===== src/hdl/sstk_pkg.sv =====
// Shared types and constants for the searchable stack.
// Holds request modes, status codes and payload widths; no dependencies.
`timescale 1ns / 1ps

package sstk_pkg;

  localparam int unsigned STACK_DEPTH_DEF = 16;
  localparam int unsigned DATA_W          = 32;
  localparam int unsigned OCC_W           = 5;

  typedef logic signed [DATA_W-1:0] data_t;

  typedef enum logic [1:0] {
    MODE_PUSH   = 2'd0,
    MODE_REMOVE = 2'd1,
    MODE_FIND   = 2'd2,
    MODE_EDIT   = 2'd3
  } mode_e;

  typedef enum logic [1:0] {
    ST_OK        = 2'd0,
    ST_NOT_FOUND = 2'd1,
    ST_EMPTY     = 2'd2,
    ST_FULL      = 2'd3
  } status_e;

endpackage


===== src/hdl/sstk_if.sv =====
// Valid/ready channel interfaces for searchable stack requests and responses.
// Depends on sstk_pkg for the payload types.
`timescale 1ns / 1ps

interface sstk_req_if import sstk_pkg::*; ();
  logic  valid;
  logic  ready;
  mode_e mode;
  data_t key_value;
  data_t new_value;

  modport source (output valid, mode, key_value, new_value, input ready);
  modport sink (input valid, mode, key_value, new_value, output ready);
  modport monitor (input valid, ready, mode, key_value, new_value);
endinterface

interface sstk_rsp_if import sstk_pkg::*; ();
  logic             valid;
  logic             ready;
  status_e          status;
  logic [OCC_W-1:0] occupancy;

  modport source (output valid, status, occupancy, input ready);
  modport sink (input valid, status, occupancy, output ready);
  modport monitor (input valid, ready, status, occupancy);
endinterface


===== src/hdl/searchable_stack.sv =====
// Sequence: a push, or any request on an empty stack, goes from IDLE to DONE and then to the
// response register; a search makes one memory read per cycle, top entry first, and a remove
// then shifts every entry above the match down by one slot before DONE.
// Flow: one request at a time; a new request is taken once the previous one has reached
// the response register.
// Reset: clears the entry count, the sequencer and the response register; memory is unchanged.
`timescale 1ns / 1ps

module searchable_stack import sstk_pkg::*; #(
  parameter int unsigned STACK_DEPTH = STACK_DEPTH_DEF
) (
  input  logic clk_i,
  input  logic rst_ni,
  sstk_req_if.sink   req_i,
  sstk_rsp_if.source rsp_o
);

  localparam int unsigned ADDR_W = $clog2(STACK_DEPTH);
  localparam int unsigned CNT_W  = $clog2(STACK_DEPTH + 1);
  localparam logic [CNT_W-1:0] DEPTH_CNT = CNT_W'(STACK_DEPTH);

  // Sequencer: IDLE takes a request, SEARCH walks the store from the top,
  // SHIFT closes the gap after a removal, DONE hands the result over.
  typedef enum logic [3:0] {
    S_IDLE   = 4'b0001,
    S_SEARCH = 4'b0010,
    S_SHIFT  = 4'b0100,
    S_DONE   = 4'b1000
  } state_e;

  state_e           state_q, state_d;
  logic [CNT_W-1:0] cnt_q, cnt_d;       // entries held; entry 0 is the bottom
  mode_e            mode_q, mode_d;
  data_t            key_q, key_d;
  data_t            new_q, new_d;
  status_e          sts_q, sts_d;

  // ptr/left: next read address and reads still to issue (search and shift).
  // pend/pend_addr: a read is in flight and the address it came from; in
  // SHIFT the address is the destination one below it.
  logic [ADDR_W-1:0] ptr_q, ptr_d;
  logic [CNT_W-1:0]  left_q, left_d;
  logic              pend_q, pend_d;
  logic [ADDR_W-1:0] pend_addr_q, pend_addr_d;

  // Response register parts the sequencer from the sink.
  logic             rsp_vld_q, rsp_vld_d;
  status_e          rsp_sts_q, rsp_sts_d;
  logic [OCC_W-1:0] rsp_occ_q, rsp_occ_d;

  // Stack store: one write and one registered read per cycle.
  data_t             mem [STACK_DEPTH];
  data_t             rdata_q;
  logic              rd_en;
  logic [ADDR_W-1:0] rd_addr;
  logic              wr_en;
  logic [ADDR_W-1:0] wr_addr;
  data_t             wdata;

  logic                   hit;
  logic                   slot_free;
  logic [CNT_W+OCC_W-1:0] occ_ext;

  assign hit       = pend_q && (rdata_q == key_q);
  assign slot_free = !rsp_vld_q || rsp_o.ready;
  // Occupancy is the count folded into the response field width.
  assign occ_ext   = {{OCC_W{1'b0}}, cnt_q};

  always_comb begin
    state_d     = state_q;
    cnt_d       = cnt_q;
    mode_d      = mode_q;
    key_d       = key_q;
    new_d       = new_q;
    sts_d       = sts_q;
    ptr_d       = ptr_q;
    left_d      = left_q;
    pend_d      = pend_q;
    pend_addr_d = pend_addr_q;
    rd_en       = 1'b0;
    rd_addr     = ptr_q;
    wr_en       = 1'b0;
    wr_addr     = pend_addr_q;
    wdata       = rdata_q;

    case (state_q)
      S_IDLE: begin
        if (req_i.valid) begin
          mode_d = req_i.mode;
          key_d  = req_i.key_value;
          new_d  = req_i.new_value;
          pend_d = 1'b0;
          if (req_i.mode == MODE_PUSH) begin
            // Push writes straight to the slot above the top; full drops it.
            if (cnt_q == DEPTH_CNT) begin
              sts_d = ST_FULL;
            end else begin
              wr_en   = 1'b1;
              wr_addr = cnt_q[ADDR_W-1:0];
              wdata   = req_i.key_value;
              cnt_d   = cnt_q + 1'b1;
              sts_d   = ST_OK;
            end
            state_d = S_DONE;
          end else if (cnt_q == '0) begin
            sts_d   = ST_EMPTY;
            state_d = S_DONE;
          end else begin
            ptr_d   = ADDR_W'(cnt_q - 1'b1);
            left_d  = cnt_q;
            state_d = S_SEARCH;
          end
        end
      end

      S_SEARCH: begin
        // Issue one read per cycle from the top down and compare the read
        // that returns; a stray read after the hit is simply ignored.
        pend_d      = (left_q != '0);
        pend_addr_d = ptr_q;
        if (left_q != '0) begin
          rd_en  = 1'b1;
          ptr_d  = ptr_q - 1'b1;
          left_d = left_q - 1'b1;
        end
        if (hit) begin
          pend_d = 1'b0;
          sts_d  = ST_OK;
          case (mode_q)
            MODE_REMOVE: begin
              ptr_d   = pend_addr_q + 1'b1;
              left_d  = cnt_q - CNT_W'(pend_addr_q) - 1'b1;
              state_d = S_SHIFT;
            end
            MODE_EDIT: begin
              wr_en   = 1'b1;
              wr_addr = pend_addr_q;
              wdata   = new_q;
              state_d = S_DONE;
            end
            default: begin
              state_d = S_DONE;
            end
          endcase
        end else if (pend_q && (pend_addr_q == '0)) begin
          // Bottom entry compared without a hit.
          sts_d   = ST_NOT_FOUND;
          state_d = S_DONE;
        end
      end

      S_SHIFT: begin
        // Read entry p+1 and write it to p in the following cycle; writes always
        // land below every later read, so no forwarding is needed.
        pend_d      = (left_q != '0);
        pend_addr_d = ptr_q - 1'b1;
        if (left_q != '0) begin
          rd_en  = 1'b1;
          ptr_d  = ptr_q + 1'b1;
          left_d = left_q - 1'b1;
        end
        if (pend_q) begin
          wr_en   = 1'b1;
          wr_addr = pend_addr_q;
          wdata   = rdata_q;
        end
        if ((left_q == '0) && !pend_q) begin
          cnt_d   = cnt_q - 1'b1;
          state_d = S_DONE;
        end
      end

      S_DONE: begin
        if (slot_free) begin
          state_d = S_IDLE;
        end
      end

      default: begin
        state_d = S_IDLE;
      end
    endcase
  end

  // Load the response register from DONE; drop it once the sink takes it.
  always_comb begin
    rsp_vld_d = rsp_vld_q;
    rsp_sts_d = rsp_sts_q;
    rsp_occ_d = rsp_occ_q;
    if ((state_q == S_DONE) && slot_free) begin
      rsp_vld_d = 1'b1;
      rsp_sts_d = sts_q;
      rsp_occ_d = occ_ext[OCC_W-1:0];
    end else if (rsp_o.ready) begin
      rsp_vld_d = 1'b0;
    end
  end

  always_ff @(posedge clk_i or negedge rst_ni) begin
    if (!rst_ni) begin
      state_q   <= S_IDLE;
      cnt_q     <= '0;
      pend_q    <= 1'b0;
      rsp_vld_q <= 1'b0;
    end else begin
      state_q   <= state_d;
      cnt_q     <= cnt_d;
      pend_q    <= pend_d;
      rsp_vld_q <= rsp_vld_d;
    end
  end

  always_ff @(posedge clk_i) begin
    mode_q      <= mode_d;
    key_q       <= key_d;
    new_q       <= new_d;
    sts_q       <= sts_d;
    ptr_q       <= ptr_d;
    left_q      <= left_d;
    pend_addr_q <= pend_addr_d;
    rsp_sts_q   <= rsp_sts_d;
    rsp_occ_q   <= rsp_occ_d;
  end

  always_ff @(posedge clk_i) begin
    if (wr_en) begin
      mem[wr_addr] <= wdata;
    end
    if (rd_en) begin
      rdata_q <= mem[rd_addr];
    end
  end

  assign req_i.ready     = (state_q == S_IDLE);
  assign rsp_o.valid     = rsp_vld_q;
  assign rsp_o.status    = rsp_sts_q;
  assign rsp_o.occupancy = rsp_occ_q;

endmodule


===== src/flat_wrapper.sv =====
// flat-port wrapper written by rule: the top's interface ports become plain ports
module searchable_stack_flat import sstk_pkg::*;
#(
  parameter int unsigned STACK_DEPTH = STACK_DEPTH_DEF
)
  (clk_i, rst_ni, req_i_valid, req_i_mode, req_i_key_value, req_i_new_value, req_i_ready, rsp_o_valid, rsp_o_status, rsp_o_occupancy, rsp_o_ready);
  sstk_req_if req_i_i ();
  sstk_rsp_if rsp_o_i ();
  input  logic clk_i;
  input  logic rst_ni;
  input wire logic [$bits(req_i_i.valid)-1:0] req_i_valid;
  input wire logic [$bits(req_i_i.mode)-1:0] req_i_mode;
  input wire logic [$bits(req_i_i.key_value)-1:0] req_i_key_value;
  input wire logic [$bits(req_i_i.new_value)-1:0] req_i_new_value;
  output wire logic [$bits(req_i_i.ready)-1:0] req_i_ready;
  output wire logic [$bits(rsp_o_i.valid)-1:0] rsp_o_valid;
  output wire logic [$bits(rsp_o_i.status)-1:0] rsp_o_status;
  output wire logic [$bits(rsp_o_i.occupancy)-1:0] rsp_o_occupancy;
  input wire logic [$bits(rsp_o_i.ready)-1:0] rsp_o_ready;
  assign req_i_i.valid = req_i_valid;
  assign req_i_i.mode = req_i_mode;
  assign req_i_i.key_value = req_i_key_value;
  assign req_i_i.new_value = req_i_new_value;
  assign req_i_ready = req_i_i.ready;
  assign rsp_o_valid = rsp_o_i.valid;
  assign rsp_o_status = rsp_o_i.status;
  assign rsp_o_occupancy = rsp_o_i.occupancy;
  assign rsp_o_i.ready = rsp_o_ready;
  searchable_stack #(.STACK_DEPTH(STACK_DEPTH)) u_core (.clk_i(clk_i), .rst_ni(rst_ni), .req_i(req_i_i), .rsp_o(rsp_o_i));
endmodule

===== config.mk =====
export PLATFORM = sky130hd
export DESIGN_NAME = searchable_stack_flat
export DESIGN_NICKNAME = d
export VERILOG_FILES = /design/src/hdl/sstk_pkg.sv /design/src/hdl/sstk_if.sv /design/src/hdl/searchable_stack.sv /design/src/flat_wrapper.sv
export SDC_FILE = /design/constraint.sdc
export NUM_CORES = 1
export LEC_CHECK = 0
export ABC_CLOCK_PERIOD_IN_PS = 4900
export BUFFER_PORTS_ARGS = -buffer_cell sky130_fd_sc_hd__buf_2
export CAP_MARGIN = 40
export CORE_MARGIN = 2
export CORE_UTILIZATION = 32
export CTS_BUF_LIST = sky130_fd_sc_hd__clkbuf_16
export CTS_CLUSTER_DIAMETER = 50
export DETAILED_ROUTE_END_ITERATION = 10
export PLACE_DENSITY = 0.45
export SLEW_MARGIN = 20
export SYNTH_ARGS = -nofsm -noshare
export SYNTH_HDL_FRONTEND = slang
export SYNTH_SLANG_ARGS = --single-unit
export TNS_END_PERCENT = 1

===== constraint.sdc =====
create_clock -name clk_i -period 4.9 [get_ports clk_i]
set_clock_uncertainty 0.05 [all_clocks]
set_input_delay 0.245 -clock clk_i [delete_from_list [all_inputs] [get_ports clk_i]]
set_output_delay 0.245 -clock clk_i [all_outputs]
set_load 0.05 [all_outputs]

### After elaboration in Yosys (flattened, before gate mapping)

Memory sizes are Yosys's and may differ from the RTL's. A register that Yosys moved wholly into a read port is not among the register bits.
Cells that the tools add are included.

* bits in registers: 99
* bits in writable memories: 512
* input bits: 70
* output and inout port bits: 9
* logic and storage cells: 128
* memories: 1

Memory list
* u_core.mem: words 16, width 32, rd ports 1, clocked after Yosys merged registers in 1, wr ports 1, RTL line searchable_stack.sv:52 `data_t mem [STACK_DEPTH];`

* add/sub/neg operators: 8
* eq/ne operators: 18
* mux-type cells: 63
* reduce and logical (&&, ||, !) cells: 25

Operators by type and width (number)
* 2-to-1 mux 32 bit: 5
* 2-to-1 mux 4 bit: 19
* one-hot mux 32 bit (2 select lines): 1
* 2-to-1 mux 5 bit: 10
* equality test 32 bit: 1
* one-hot mux 4 bit (4 select lines): 1
* one-hot mux 5 bit (3 select lines): 1
* subtractor 5 x 1 -> 5 bit (second input constant): 3
* 2-to-1 mux 1 bit: 14
* 2-to-1 mux 2 bit: 6
* one-hot mux 4 bit (3 select lines): 1
* AND reduction 4 bit: 3
* logical NOT 5 bit: 2
* one-hot mux 5 bit (2 select lines): 1
* AND reduction 5 bit: 2
* adder 4 x 1 -> 4 bit (second input constant): 2
* inequality test 2 x 1 -> 1 bit (second input constant): 4
* inequality test 2 bit (second input constant): 4
* one-hot mux 4 bit (2 select lines): 1
* nonzero test 2 bit: 4
* inequality test 3 x 1 -> 1 bit (second input constant): 2
* one-hot mux 1 bit (3 select lines): 2
* adder 5 x 1 -> 5 bit (second input constant): 1
* equality test 5 bit (second input constant): 1
* other kinds (18): 23

### Longest topological paths before layout

Gate-level depths: netlist (run 1).

* depth in word-level cells: 7
* gate-level depth with buffers: 10
* mapped depth without buffers: 10

### Least setup slack after synthesis (run 1)

OpenSTA, ideal clock, no wires.

* kind: flip-flop to flip-flop
* start: reg u_core.state_q[0]
* end: mem u_core.mem[2][0] in the netlist's numbering (enable)
* setup time: 0.432 ns
* arrival: 3.792 ns
* required time: 4.418 ns
* path slack: 0.627 ns
* cell stages (with the launch flop): 10
* path buffers: 1
* clock period less this slack: 4.273 ns
* cell sequence: dfstp_2 -> or4b_4 -> inv_2 -> nand2_4 -> clkinv_4 -> nand2_4 -> buf_6 -> nor3_2 -> a31oi_2 -> a21oi_1

* cells in the longest elaborated chain, start to end: 4
* elaborated cells on any way between the ends: 7
* those cells by class: eq/ne (3); mux (4)

RTL lines
* start, declared: RTL line searchable_stack.sv:31 `state_e state_q, state_d;`
* start signal, assigned: RTL line searchable_stack.sv:206 `state_q <= state_d;`
* equality test 4 x 1 -> 1 bit *
* named net req_i_ready: RTL line flat_wrapper.sv:15 `output wire logic [$bits(req_i_i.ready)-1:0] req_i_ready;`
* one-hot mux 1 bit (3 select lines): RTL line searchable_stack.sv:86 `case (state_q)`
* 2-to-1 mux 1 bit: RTL line searchable_stack.sv:226 `if (wr_en) begin`
* 2-to-1 mux 1 bit (not written as such): RTL line searchable_stack.sv:227 `mem[wr_addr] <= wdata;`
* end, declared: RTL line searchable_stack.sv:52

Mark *: on every way through the listed nets, which the timed path passes. The rest lies on a longest branch.

### Final worst setup path (run 1)

* start: reg u_core.rdata_q[20] (read register of u_core.mem)
* end: mem u_core.mem[13][23] in the netlist's numbering (enable)

* cells in the longest elaborated chain, start to end: 6

RTL lines
* start, declared: RTL line searchable_stack.sv:53 `data_t rdata_q;`
* equality test 32 bit: RTL line searchable_stack.sv:64 `assign hit = pend_q && (rdata_q == key_q);`
* logical AND 1 bit: RTL line searchable_stack.sv:64
* 2-to-1 mux 1 bit: RTL line searchable_stack.sv:126 `if (hit) begin`
* one-hot mux 1 bit (3 select lines): RTL line searchable_stack.sv:86
* 2-to-1 mux 1 bit: RTL line searchable_stack.sv:226
* 2-to-1 mux 1 bit (not written as such): RTL line searchable_stack.sv:227

Every way passes these cells.

==> reports/metrics.cfg, run 1 <==
[floorplanning]
core_area_um2=80400
fp.dieArea_um2=83300
die_w_um=289
start_util=0.322
fp.dieH_um=289
num_rows=104
ios=79

[synth]
yosys-top-cells-area=edfxtp_1 (73%), mux2i_1 (6.2%), mux4_2 (5.6%)
synth_area_um2=25900
synth.avg_cell_area_um2=17.4
synth_top_area_cell=edfxtp_1
synth_top_area_share=0.732
yosysWarnings=0
async_reset_ff_frac=0.0171
syn_inst=1488
synthesis.nets=1572
synthDistinctLibCells=65
ys.flop_type=edfxtp_1
seq_area_frac_synth=0.743
synth-edff-count=632
ys_ff_latch=643

[placed_design]
gp_congestion=0.782
dp_hpwl_mm=42.1
port_buffers=78
post_dp_cell_area_um2=28300

[cts]
path_clk_slew_ns=0.06
cts_sinks=643
cts_buffer_depth=3
cts_tree=yes
cts-root-buf=clkbuf_16
worst_skew_pair.late_latency_ns=0.64
numCtsBuffers=81
htreeDepth=3

[hold_path]
hp-class=in -> async

[critical_path]
r2r-end=u_core.mem[13][23]
worstReg2RegStart=u_core.rdata_q[20]
path_buf_inv=1
worstPathCellList=xnor2_1, nand4_1, nor4_4, and4_1, a21oi_2, nor2_4, buf_4
critPathCaptureType=flip-flop
cp_max_fo=19
endpoint=u_core.mem[13][23]
crit_type=reg -> reg
worstSetupStartpoint=u_core.rdata_q[20]
ff2ff_path_depth=7
cp_top_family=simple AND/OR/NAND/NOR gates
required_ns=5.12
cp-start-kind=flip-flop
max_stage_delay_ns=0.63
path_depth=7
worst_path_max_delay_cell=nor2_4
crit_arrival_ns=4.12
rrSetupSlack_ns=1.0

[global_routing]
grt-ovfl-total=0
antenna_found_initial=0
grt_max_degree=72
grt_pass1_vias=14306
grt_pass1_wl_mm=103
grt_usage=0.174

[timing]
slew_violations=0
rsz0062_at_grt=false
period_minus_slack_ns=3.90
fmax_ghz=0.256
setup_viol=0
finalCritPeriodShare=0.796
hold_viol=0
worst_pin_slew_ns=0.802
relSlewSlack=0.464
final.setup.tns_ns=0

[route]
first_pass_iters=5
wl_mm=72.4
drtIter0Drc=1290
via_per_inst=4.99
ant_nets=0
routedWlPerCell_um=25.4
vias=14223
drc=0

[power_and_ir_drop]
p_leak_nw=11.0
p_per_area_nw_per_um2=574
swShare=0.318
p_sw_w=0.00580
combPwrFrac=0.270
p_seq_frac=0.397
p_int_w=0.0124
p_clk_frac=0.333
max-vdd-ir-drop_mv=0.337

[layout]
syn2layout_area_growth_pct=22.4
final_util=0.395
final_nets=1814
n_antenna_cell=0
stdcell_area_um2=31700
drive_gt1_frac=0.223

[outcome]
status=finished clean

[job]
drv_cap=0

[state kept, by name (all words and copies together), names as in the netlist, 4 cells and up]
name                    cells
u_core.new_q               32
u_core.key_q               32
u_core.cnt_q                5
u_core.ptr_q                4
u_core.mem                512
u_core.rdata_q             32
u_core.state_q              4
u_core.pend_addr_q          4
u_core.left_q               5
u_core.rsp_o.occupancy      5
[cell usage after synthesis (2+ instances only)]
master     count
o21ai_1        5
a31oi_2        3
a21o_1         2
o21ai_0       41
mux2i_1      160
edfxtp_1     632
buf_4          4
a21oi_1       80
and3_1         2
xnor2_1       43
nand2_1       94
a21oi_2        4
nand3_1       13
buf_2         32
nor2b_1        7
buf_1          2
a211o_1        3
nand2_4        2
mux4_2        64
nor2_1        85
clkbuf_1      34
nor3_2         3
xor2_1        11
a2bb2oi_1      2
buf_6          2
o311ai_1       2
o22ai_1        2
ha_1          13
a221oi_1      32
nor3_1         5
dfrtp_1       10
a22oi_1       34
nand4_1       13
inv_1         16
[metal layers]
metal,GRT usage,vias to the layer above,routed length (um)
li1,-,6398,-
met1,0.249,7382,34000
met2,0.277,351,33600
met3,0.0299,92,3430
met4,0.0396,0,1340
met5,0,-,0
[worst register-to-register path: cells and delay by family, from the launching register on]
| kind | cells | cell delay [ns] |
|---|---|---|
| AO/OA/AOI/OAI | 1 | 0.15 |
| flip-flops | 1 | 0.41 |
| buffers and inverters | 1 | 0.53 |
| XOR/XNOR | 1 | 0.43 |
| AND/OR/NAND/NOR | 4 | 1.94 |
[cells by family after synthesis]
logic type               synth area share
AO/OA/AOI/OAI                      0.0574
XOR/XNOR                           0.0182
AND/OR/NAND/NOR                    0.0411
buffers and inverters              0.0162
multiplexers                        0.117
adder cells (fa/ha/maj)           0.00705
flip-flops                          0.743
[cells in the final DEF (no fill, tap or decap), types with 7 or more instances in the layout]
master,instances
nor2_1,75
nand3_1,13
a21oi_1,72
mux2i_1,160
nor2_4,10
inv_1,23
mux4_2,64
a21oi_4,8
xnor2_1,43
clkinv_1,10
edfxtp_1,632
clkinv_4,8
buf_12,8
dlygate4sd3_1,70
clkbuf_16,81
a22oi_1,34
o21ai_0,41
ha_1,13
buf_2,79
nand4_1,13
nand2_1,94
inv_6,7
clkinv_2,7
bufinv_16,11
a221oi_1,32
xor2_1,11
dfrtp_1,10
buf_4,69
[final cells by class]
class,count,area (um2)
Clock buffer,81,2030
Clock inverter,61,726
Fill cell,7397,48700
Inverter,18,72.6
Multi-Input combinational cell,753,6430
Sequential cell,643,19300
Tap cell,1060,1330
Timing Repair Buffer,233,1890
[power by group through the flow]
stage | Sequential (W) | Clock [W] | Combinational (W)
3_5_place_dp | 0.00735 | 0 | 0.00491
5_1_grt | 0.00728 | 0.00640 | 0.00534
6_report | 0.00724 | 0.00607 | 0.00492
4_1_cts | 0.00725 | 0.00620 | 0.00498
3_3_place_gp | 0.00740 | 0 | 0.00471
2_1_floorplan | 0.00723 | 0 | 0.00319
[stage by stage]
| stage | cells | worst slack (ns) | power, W | hold WS [ns] |
|---|---|---|---|---|
| floorplan | 1488 | 0.627 | 0.0104 | -0.101 |
| global placement | 2598 | 0.888 | 0.0121 | 0.0922 |
| detailed placement | 2634 | 1.01 | 0.0123 | 0.0943 |
| CTS | 2846 | 0.956 | 0.0184 | 0.0263 |
| global route | 2849 | 0.799 | 0.0190 | 0.0398 |
| finish | 2849 | 0.998 | 0.0182 | 0.0597 |
[worst min-delay path by stage]
stage                       from                  to  slack [ns]
after detailed placement  rst_ni  u_core.rsp_o.valid        0.09
final                     rst_ni   u_core.state_q[0]        0.06
after global routing      rst_ni   u_core.state_q[0]        0.04
after CTS                 rst_ni   u_core.state_q[0]        0.03
after global placement    rst_ni  u_core.rsp_o.valid        0.09
after floorplan           rst_ni     u_core.cnt_q[0]       -0.10
[timing repair]
action                     4_1_cts  5_1_grt
setup endpoints to repair        0        0
gates resized for setup          0        0
hold endpoints to repair        82        0
hold buffers                    70        0
buffers inserted                 0        0
Note: power is estimated with default switching activity, not from simulation.
==> inputs of run 2 (changes only) <==
--- a/config.mk
+++ b/config.mk
@@ -5,7 +5,7 @@
 export SDC_FILE = /design/constraint.sdc
 export NUM_CORES = 1
 export LEC_CHECK = 0
-export ABC_CLOCK_PERIOD_IN_PS = 4900
+export ABC_CLOCK_PERIOD_IN_PS = 3200
 export BUFFER_PORTS_ARGS = -buffer_cell sky130_fd_sc_hd__buf_2
 export CAP_MARGIN = 40
 export CORE_MARGIN = 2
@@ -13,7 +13,7 @@
 export CTS_BUF_LIST = sky130_fd_sc_hd__clkbuf_16
 export CTS_CLUSTER_DIAMETER = 50
 export DETAILED_ROUTE_END_ITERATION = 10
-export PLACE_DENSITY = 0.45
+export PLACE_DENSITY = 0.46
 export SLEW_MARGIN = 20
 export SYNTH_ARGS = -nofsm -noshare
 export SYNTH_HDL_FRONTEND = slang
==> constraint.sdc (replaced) <==
create_clock -name clk_i -period 3.2 [get_ports clk_i]
set_clock_uncertainty 0.05 [all_clocks]
set_input_delay 0.16 -clock clk_i [delete_from_list [all_inputs] [get_ports clk_i]]
set_output_delay 0.16 -clock clk_i [all_outputs]
set_load 0.05 [all_outputs]
==> run 2 against run 1 <==
Fmax up 24%. Sequential share of layout area is 2.2 points lower. Clock power grew 49%. Cell count is 2.9% higher. Die area unchanged. Utilization is 1.5 points higher. Count of clock-buffer cells in the layout rose by 1. Critical endpoint is now u_core.mem[6][10]. Largest cell class unchanged. Largest power group unchanged.
==> reports/metrics.cfg, run 2 (synthesized netlist as in run 1, its figures left out) <==
[power_and_ir_drop]
p_per_area_nw_per_um2=867  ; +51%
p_leak_nw=11.6  ; +5.4%
max-vdd-ir-drop_mv=0.407  ; +21%
p_total_w=0.0286  ; +57%
p_seq_frac=0.383  ; -0.014
p_int_w=0.0194  ; +56%
swShare=0.319  ; +0.00109
p_sw_w=0.00912  ; +57%
combPwrFrac=0.300  ; +0.030
p_clk_frac=0.318  ; -0.015

[global_routing]
grt_usage=0.174  ; +0.000241
grt_pass1_vias=14684  ; +2.6%
grt_max_degree=68  ; -5.6%
grt-ovfl-total=0  ; unchanged
grt_pass1_wl_mm=104  ; +0.27%
antenna_found_initial=1  ; +1

[job]
drv_cap=0  ; unchanged

[timing]
hold_viol=0  ; unchanged
setup_slack_ns=0.0583  ; -0.940 ns
setup_viol=0  ; unchanged
fmax_ghz=0.318  ; +24%
worst_pin_slew_ns=0.791  ; -0.0110 ns
rsz0062_at_grt=true
relSlewSlack=0.472  ; +0.00860
finalCritPeriodShare=0.982  ; +0.185
period_minus_slack_ns=3.14  ; -0.760 ns
slew_violations=0  ; unchanged

[critical_path]
rrSetupSlack_ns=0.06  ; -0.94 ns
cp_max_fo=13  ; -6
crit_arrival_ns=3.40  ; -0.72 ns
required_ns=3.46  ; -1.66 ns
worstReg2RegStart=u_core.rdata_q[1]
crit_type=reg -> reg
cp-start-kind=flip-flop
ff2ff_path_depth=10  ; +3
r2r-end=u_core.mem[6][10]
critPathCaptureType=flip-flop

[route]
ant_nets=0  ; unchanged
vias=14461  ; +1.7%
drtIter0Drc=1412  ; +9.5%
wl_mm=72.0  ; -0.58%
first_pass_iters=5  ; unchanged
via_per_inst=4.93  ; -1.2%
routedWlPerCell_um=24.5  ; -3.4%
drc=0  ; unchanged

[cts]
worst_skew_pair.late_latency_ns=0.63  ; about the same
path_clk_slew_ns=0.06  ; about the same
cts_sinks=643  ; unchanged
cts-root-buf=clkbuf_16
htreeDepth=3  ; unchanged
numCtsBuffers=79  ; -2.5%
cts_buffer_depth=3  ; unchanged
cts_tree=yes

[floorplanning]
num_rows=104  ; unchanged
die_w_um=289  ; unchanged
fp.dieH_um=289  ; unchanged
core_area_um2=80400  ; unchanged
fp.dieArea_um2=83300  ; unchanged
start_util=0.322  ; unchanged
ios=79  ; unchanged

[hold_path]
hp-class=in -> reg
whs_endpoint=u_core.new_q[9]
hold_depth=2
hp-start=req_i_new_value[9]

[placed_design]
pre_cts_ws_ns=-0.750  ; -1.76 ns
port_buffers=78  ; unchanged
gp_congestion=0.811  ; +3.7%
dp_hpwl_mm=45.2  ; +7.2%
post_dp_cell_area_um2=29300  ; +3.5%

[layout]
largest_register_ffs=512  ; unchanged
syn2layout_area_growth_pct=27.0
drive_gt1_frac=0.261  ; +0.0375
num-fill-cells=7246  ; -2.0%
final_cell_mix=edfxtp_1 (632), mux2i_1 (160), buf_4 (104), nand2_1 (94), clkbuf_16 (82)
stdcell_area_um2=32900  ; +3.7%
final_nets=1892  ; +4.3%
final_common_cell=edfxtp_1
largest_register=u_core.mem
n_antenna_cell=0  ; unchanged

[outcome]
status=finished clean

## run 2: worst max-delay path by stage
stage                            startpoint           endpoint  cells past startpoint  slack (ns)
final                     u_core.rdata_q[1]  u_core.mem[6][10]                     10        0.06
after global routing      u_core.rdata_q[1]  u_core.mem[6][10]                     10       -0.04
after CTS                 u_core.rdata_q[1]   u_core.mem[2][4]                      9       -0.06
after detailed placement  u_core.rdata_q[1]  u_core.mem[3][23]                      8       -0.75
after global placement    u_core.rdata_q[1]   u_core.mem[8][6]                      6       -0.82
after floorplan           u_core.state_q[0]   u_core.mem[6][0]                      9        0.03
## run 2: stage by stage
step	hold WS, ns	std cells	utilization	setup TNS (ns)
after floorplan	-0.186	1488	-	0
after global placement	0.00673	2698	0.363	-496.51
after detailed placement	0.0143	2705	0.364	-445.33
after CTS	0.154	2932	0.409	-2.47
after global routing	0.165	2933	0.409	-0.798
final	0.194	2933	0.409	0
## run 2: routing by layer
layer	track usage	up-vias	share of wire
met5	0	-	0
met4	0.0441	0	0.020
met3	0.0270	96	0.039
met2	0.266	328	0.45
met1	0.260	7478	0.49
li1	-	6559	-
## run 2: power groups by stage
stage / sequential (W) / combinational, W / clock, W
4_1_cts: 0.0109 / 0.00870 / 0.00929
2_1_floorplan: 0.0111 / 0.00494 / 0
6_report: 0.0109 / 0.00855 / 0.00907
5_1_grt: 0.0110 / 0.00923 / 0.00962
3_3_place_gp: 0.0111 / 0.00849 / 0
3_5_place_dp: 0.0111 / 0.00855 / 0
## run 2: layout make-up
class	instances	area (um2)	share of cell area
Clock buffer	82	2050	0.0623
Sequential cell	643	19300	0.585
Inverter	18	80.1	0.00243
Clock inverter	64	641	0.0195
Multi-Input combinational cell	753	6530	0.198
Timing Repair Buffer	313	3040	0.0924
Tap cell	1060	1330	0.0403
## run 2: worst max-delay path, cell delays in order, from the launching register on
cell,delay [ns]
edfxtp_1,0.48
xnor2_4,0.25
nand4_1,0.34
nor4_4,0.25
buf_6,0.17
nand4_1,0.14
buf_6,0.18
a211o_4,0.38
a21oi_4,0.21
buf_4,0.17
buf_12,0.16
## run 2: repair_timing
action | CTS | global route
resized for setup | 19 | 3
cloned | 2 | 0
endpoints found under the hold margin | 86 | 0
hold buffers | 71 | 0
endpoints found under the setup margin | 1035 | 345
pin swaps | 7 | 5
buffers inserted | 8 | 0
==> inputs of run 3 (changes only) <==
--- a/config.mk
+++ b/config.mk
@@ -6,14 +6,13 @@
 export NUM_CORES = 1
 export LEC_CHECK = 0
 export ABC_CLOCK_PERIOD_IN_PS = 3200
-export BUFFER_PORTS_ARGS = -buffer_cell sky130_fd_sc_hd__buf_2
-export CAP_MARGIN = 40
 export CORE_MARGIN = 2
 export CORE_UTILIZATION = 32
 export CTS_BUF_LIST = sky130_fd_sc_hd__clkbuf_16
 export CTS_CLUSTER_DIAMETER = 50
 export DETAILED_ROUTE_END_ITERATION = 10
-export PLACE_DENSITY = 0.46
+export DONT_BUFFER_PORTS = 1
+export PLACE_DENSITY = 0.45
 export SLEW_MARGIN = 20
 export SYNTH_ARGS = -nofsm -noshare
 export SYNTH_HDL_FRONTEND = slang
==> run 3 against run 2 <==
Utilization is 0.32 points lower. Largest cell class unchanged. Cell count is 2.6% lower. Sequential cell count stayed put. Register-to-register slack worse by 0.04 ns. Die area stayed put. Critical path type unchanged. Final area is 0.78% lower. Via count is 0.62% higher. First-iteration DRC count is 21% lower. Non-clock buffer count is 85 lower. Critical path depth stayed put. Count of clock-buffer cells in the layout is 3 higher. Power is 0.92% higher.
==> reports/metrics.cfg, run 3 (synthesized netlist as in run 1, its figures left out) <==
[power_and_ir_drop]
p_per_area_nw_per_um2=882  ; +1.7%
swShare=0.326  ; +0.00663
p_sw_w=0.00940  ; +3.0%
p_seq_frac=0.384  ; about the same
max-vdd-ir-drop_mv=0.487  ; +20%
p_int_w=0.0194  ; about the same
p_leak_nw=11.3  ; -2.5%
p_clk_frac=0.327  ; +0.009
combPwrFrac=0.289  ; -0.011

[timing]
hold_viol=0  ; unchanged
setup_viol=0  ; unchanged
final.setup.tns_ns=0  ; unchanged
finalCritPeriodShare=0.995  ; +0.0137
slew_violations=0  ; unchanged
fin_hold_ws_ns=0.0295  ; -0.165 ns
period_minus_slack_ns=3.19  ; +0.0438 ns
relSlewSlack=0.358  ; -0.115
fmax_ghz=0.314  ; -1.4%
worst_pin_slew_ns=0.963  ; +0.172 ns
rsz0062_at_grt=true

[critical_path]
max_stage_delay_ns=0.52  ; +0.04 ns
path_buf_inv=4  ; unchanged
cp_max_fo=13  ; unchanged
worstReg2RegStart=u_core.rdata_q[28]
crit_type=reg -> reg
cp-start-kind=flip-flop
r2r-end=u_core.mem[0][19]
critPathCaptureType=flip-flop
worstPathCellList=xnor2_4, nand4_1, nor4_4, buf_4, nand4_1, buf_12, a211o_4, a21oi_4, buf_6, buf_12
cp_top_family=buffers and inverters
ff2ff_path_depth=10  ; unchanged
required_ns=3.48  ; +0.02 ns
rrSetupSlack_ns=0.01  ; -0.04 ns
crit_arrival_ns=3.47  ; +0.07 ns
worst_path_max_delay_cell=edfxtp_1

[placed_design]
port_buffers=0  ; -100%
dp_hpwl_mm=45.8  ; +1.5%
post_dp_cell_area_um2=28800  ; -1.6%
gp_congestion=0.804  ; -0.76%

[global_routing]
grt-ovfl-total=0  ; unchanged
grt_usage=0.182  ; +0.00787
antenna_found_initial=2  ; +1
grt_pass1_vias=14891  ; +1.4%
grt_max_degree=68  ; unchanged
grt_pass1_wl_mm=108  ; +4.3%

[layout]
stdcell_area_um2=32700  ; -0.78%
syn2layout_area_growth_pct=26.0
drive_gt1_frac=0.237  ; -0.0232
largest_register_ffs=512  ; unchanged
final_common_cell=edfxtp_1
largest_register=u_core.mem
final_cell_mix=edfxtp_1 (632), mux2i_1 (160), buf_4 (105), nand2_1 (94), clkbuf_16 (88)
final_nets=1812  ; -4.2%

[route]
drc=0  ; unchanged
vias=14551  ; +0.62%
first_pass_iters=7  ; +2
via_per_inst=5.09  ; +3.3%
drtIter0Drc=1113  ; -21%
wl_mm=75.7  ; +5.2%
ant_nets=0  ; unchanged
routedWlPerCell_um=26.5  ; +8.0%

[cts]
htreeDepth=3  ; unchanged
cts_sinks=643  ; unchanged
cts_buffer_depth=3  ; unchanged
worst_skew_pair.late_latency_ns=0.64  ; about the same
path_clk_slew_ns=0.06  ; about the same
cts-root-buf=clkbuf_16
cts_tree=yes
numCtsBuffers=84  ; +6.3%

[outcome]
status=finished clean

[floorplanning]
num_rows=104  ; unchanged
fp.dieArea_um2=83300  ; unchanged
ios=79  ; unchanged
start_util=0.322  ; unchanged
core_area_um2=80400  ; unchanged
fp.dieH_um=289  ; unchanged
die_w_um=289  ; unchanged

[hold_path]
hp-class=in -> reg
hp-start=req_i_key_value[11]
whs_endpoint=u_core.mem[5][11]
hold_depth=3  ; +1

[job]
drv_cap=0  ; unchanged

[run 3: cell count changes in the layout (fill, tap and decap cells not counted), sizes merged]
| cell | delta |
|---|---|
| inv | +6 |
| bufbuf | -2 |
| clkinv | -2 |
| clkbuf | +5 |
| dlygate4sd3 | -1 |
| bufinv | -2 |
| buf | -84 |
| diode | +2 |
| clkinvlp | +2 |
[run 3: area by class of cell]
cell class	count	area (um2)
Timing Repair Buffer	228	2560
Multi-Input combinational cell	753	6600
Sequential cell	643	19300
Clock buffer	85	2130
Inverter	18	80.1
Antenna cell	2	5.00
Fill cell	7279	47800
Clock inverter	68	712
Tap cell	1060	1330
[run 3: how the worst max path moves through the flow]
stage / from / to / slack, ns / depth (start not counted)
2_1_floorplan: u_core.state_q[0] / u_core.mem[6][0] / 0.03 / 9
3_3_place_gp: u_core.rdata_q[28] / u_core.mem[14][9] / -0.57 / 6
3_5_place_dp: u_core.rdata_q[28] / u_core.mem[6][14] / -0.53 / 7
4_1_cts: u_core.rdata_q[24] / u_core.mem[9][30] / -0.06 / 9
5_1_grt: u_core.rdata_q[28] / u_core.mem[0][24] / -0.09 / 10
6_report: u_core.rdata_q[28] / u_core.mem[0][19] / 0.01 / 10
[run 3: worst reg2reg max path, stage by stage, from the launching register on]
cell and delay (ns):
edfxtp_1 0.52, xnor2_4 0.33, nand4_1 0.20, nor4_4 0.27, buf_4 0.19, nand4_1 0.20, buf_12 0.20, a211o_4 0.40
a21oi_4 0.18, buf_6 0.16, buf_12 0.18
[run 3: power by group through the flow]
stage / clock network (W) / registers, W / logic, W
3_3_place_gp: 0 / 0.0112 / 0.00825
3_5_place_dp: 0 / 0.0112 / 0.00826
4_1_cts: 0.00963 / 0.0111 / 0.00843
6_report: 0.00943 / 0.0111 / 0.00833
2_1_floorplan: 0 / 0.0111 / 0.00494
5_1_grt: 0.00997 / 0.0111 / 0.00900
[run 3: timing repair]
action,in CTS,in global routing
resized for setup,20,6
pin swaps,9,6
hold buffers,70,0
buffers inserted,1,7
gates cloned,0,3
setup endpoints to repair,772,320
hold endpoints to repair,200,0
[run 3: metal layers]
layer / track usage / up-vias / wire length, um
li1: - / 6403 / -
met1: 0.257 / 7680 / 35100
met2: 0.290 / 378 / 35300
met3: 0.0351 / 90 / 3710
met4: 0.0457 / 0 / 1590
met5: 0 / - / 0
[run 3: metrics by stage]
| step | total power [W] | instances | worst slack, ns | util |
|---|---|---|---|---|
| after floorplan | 0.0160 | 1488 | 0.0287 | - |
| after global placement | 0.0195 | 2622 | -0.566 | 0.358 |
| after detailed placement | 0.0195 | 2622 | -0.532 | 0.358 |
| after CTS | 0.0291 | 2846 | -0.0610 | 0.404 |
| after global routing | 0.0301 | 2856 | -0.0905 | 0.406 |
| final | 0.0288 | 2857 | 0.0144 | 0.406 |
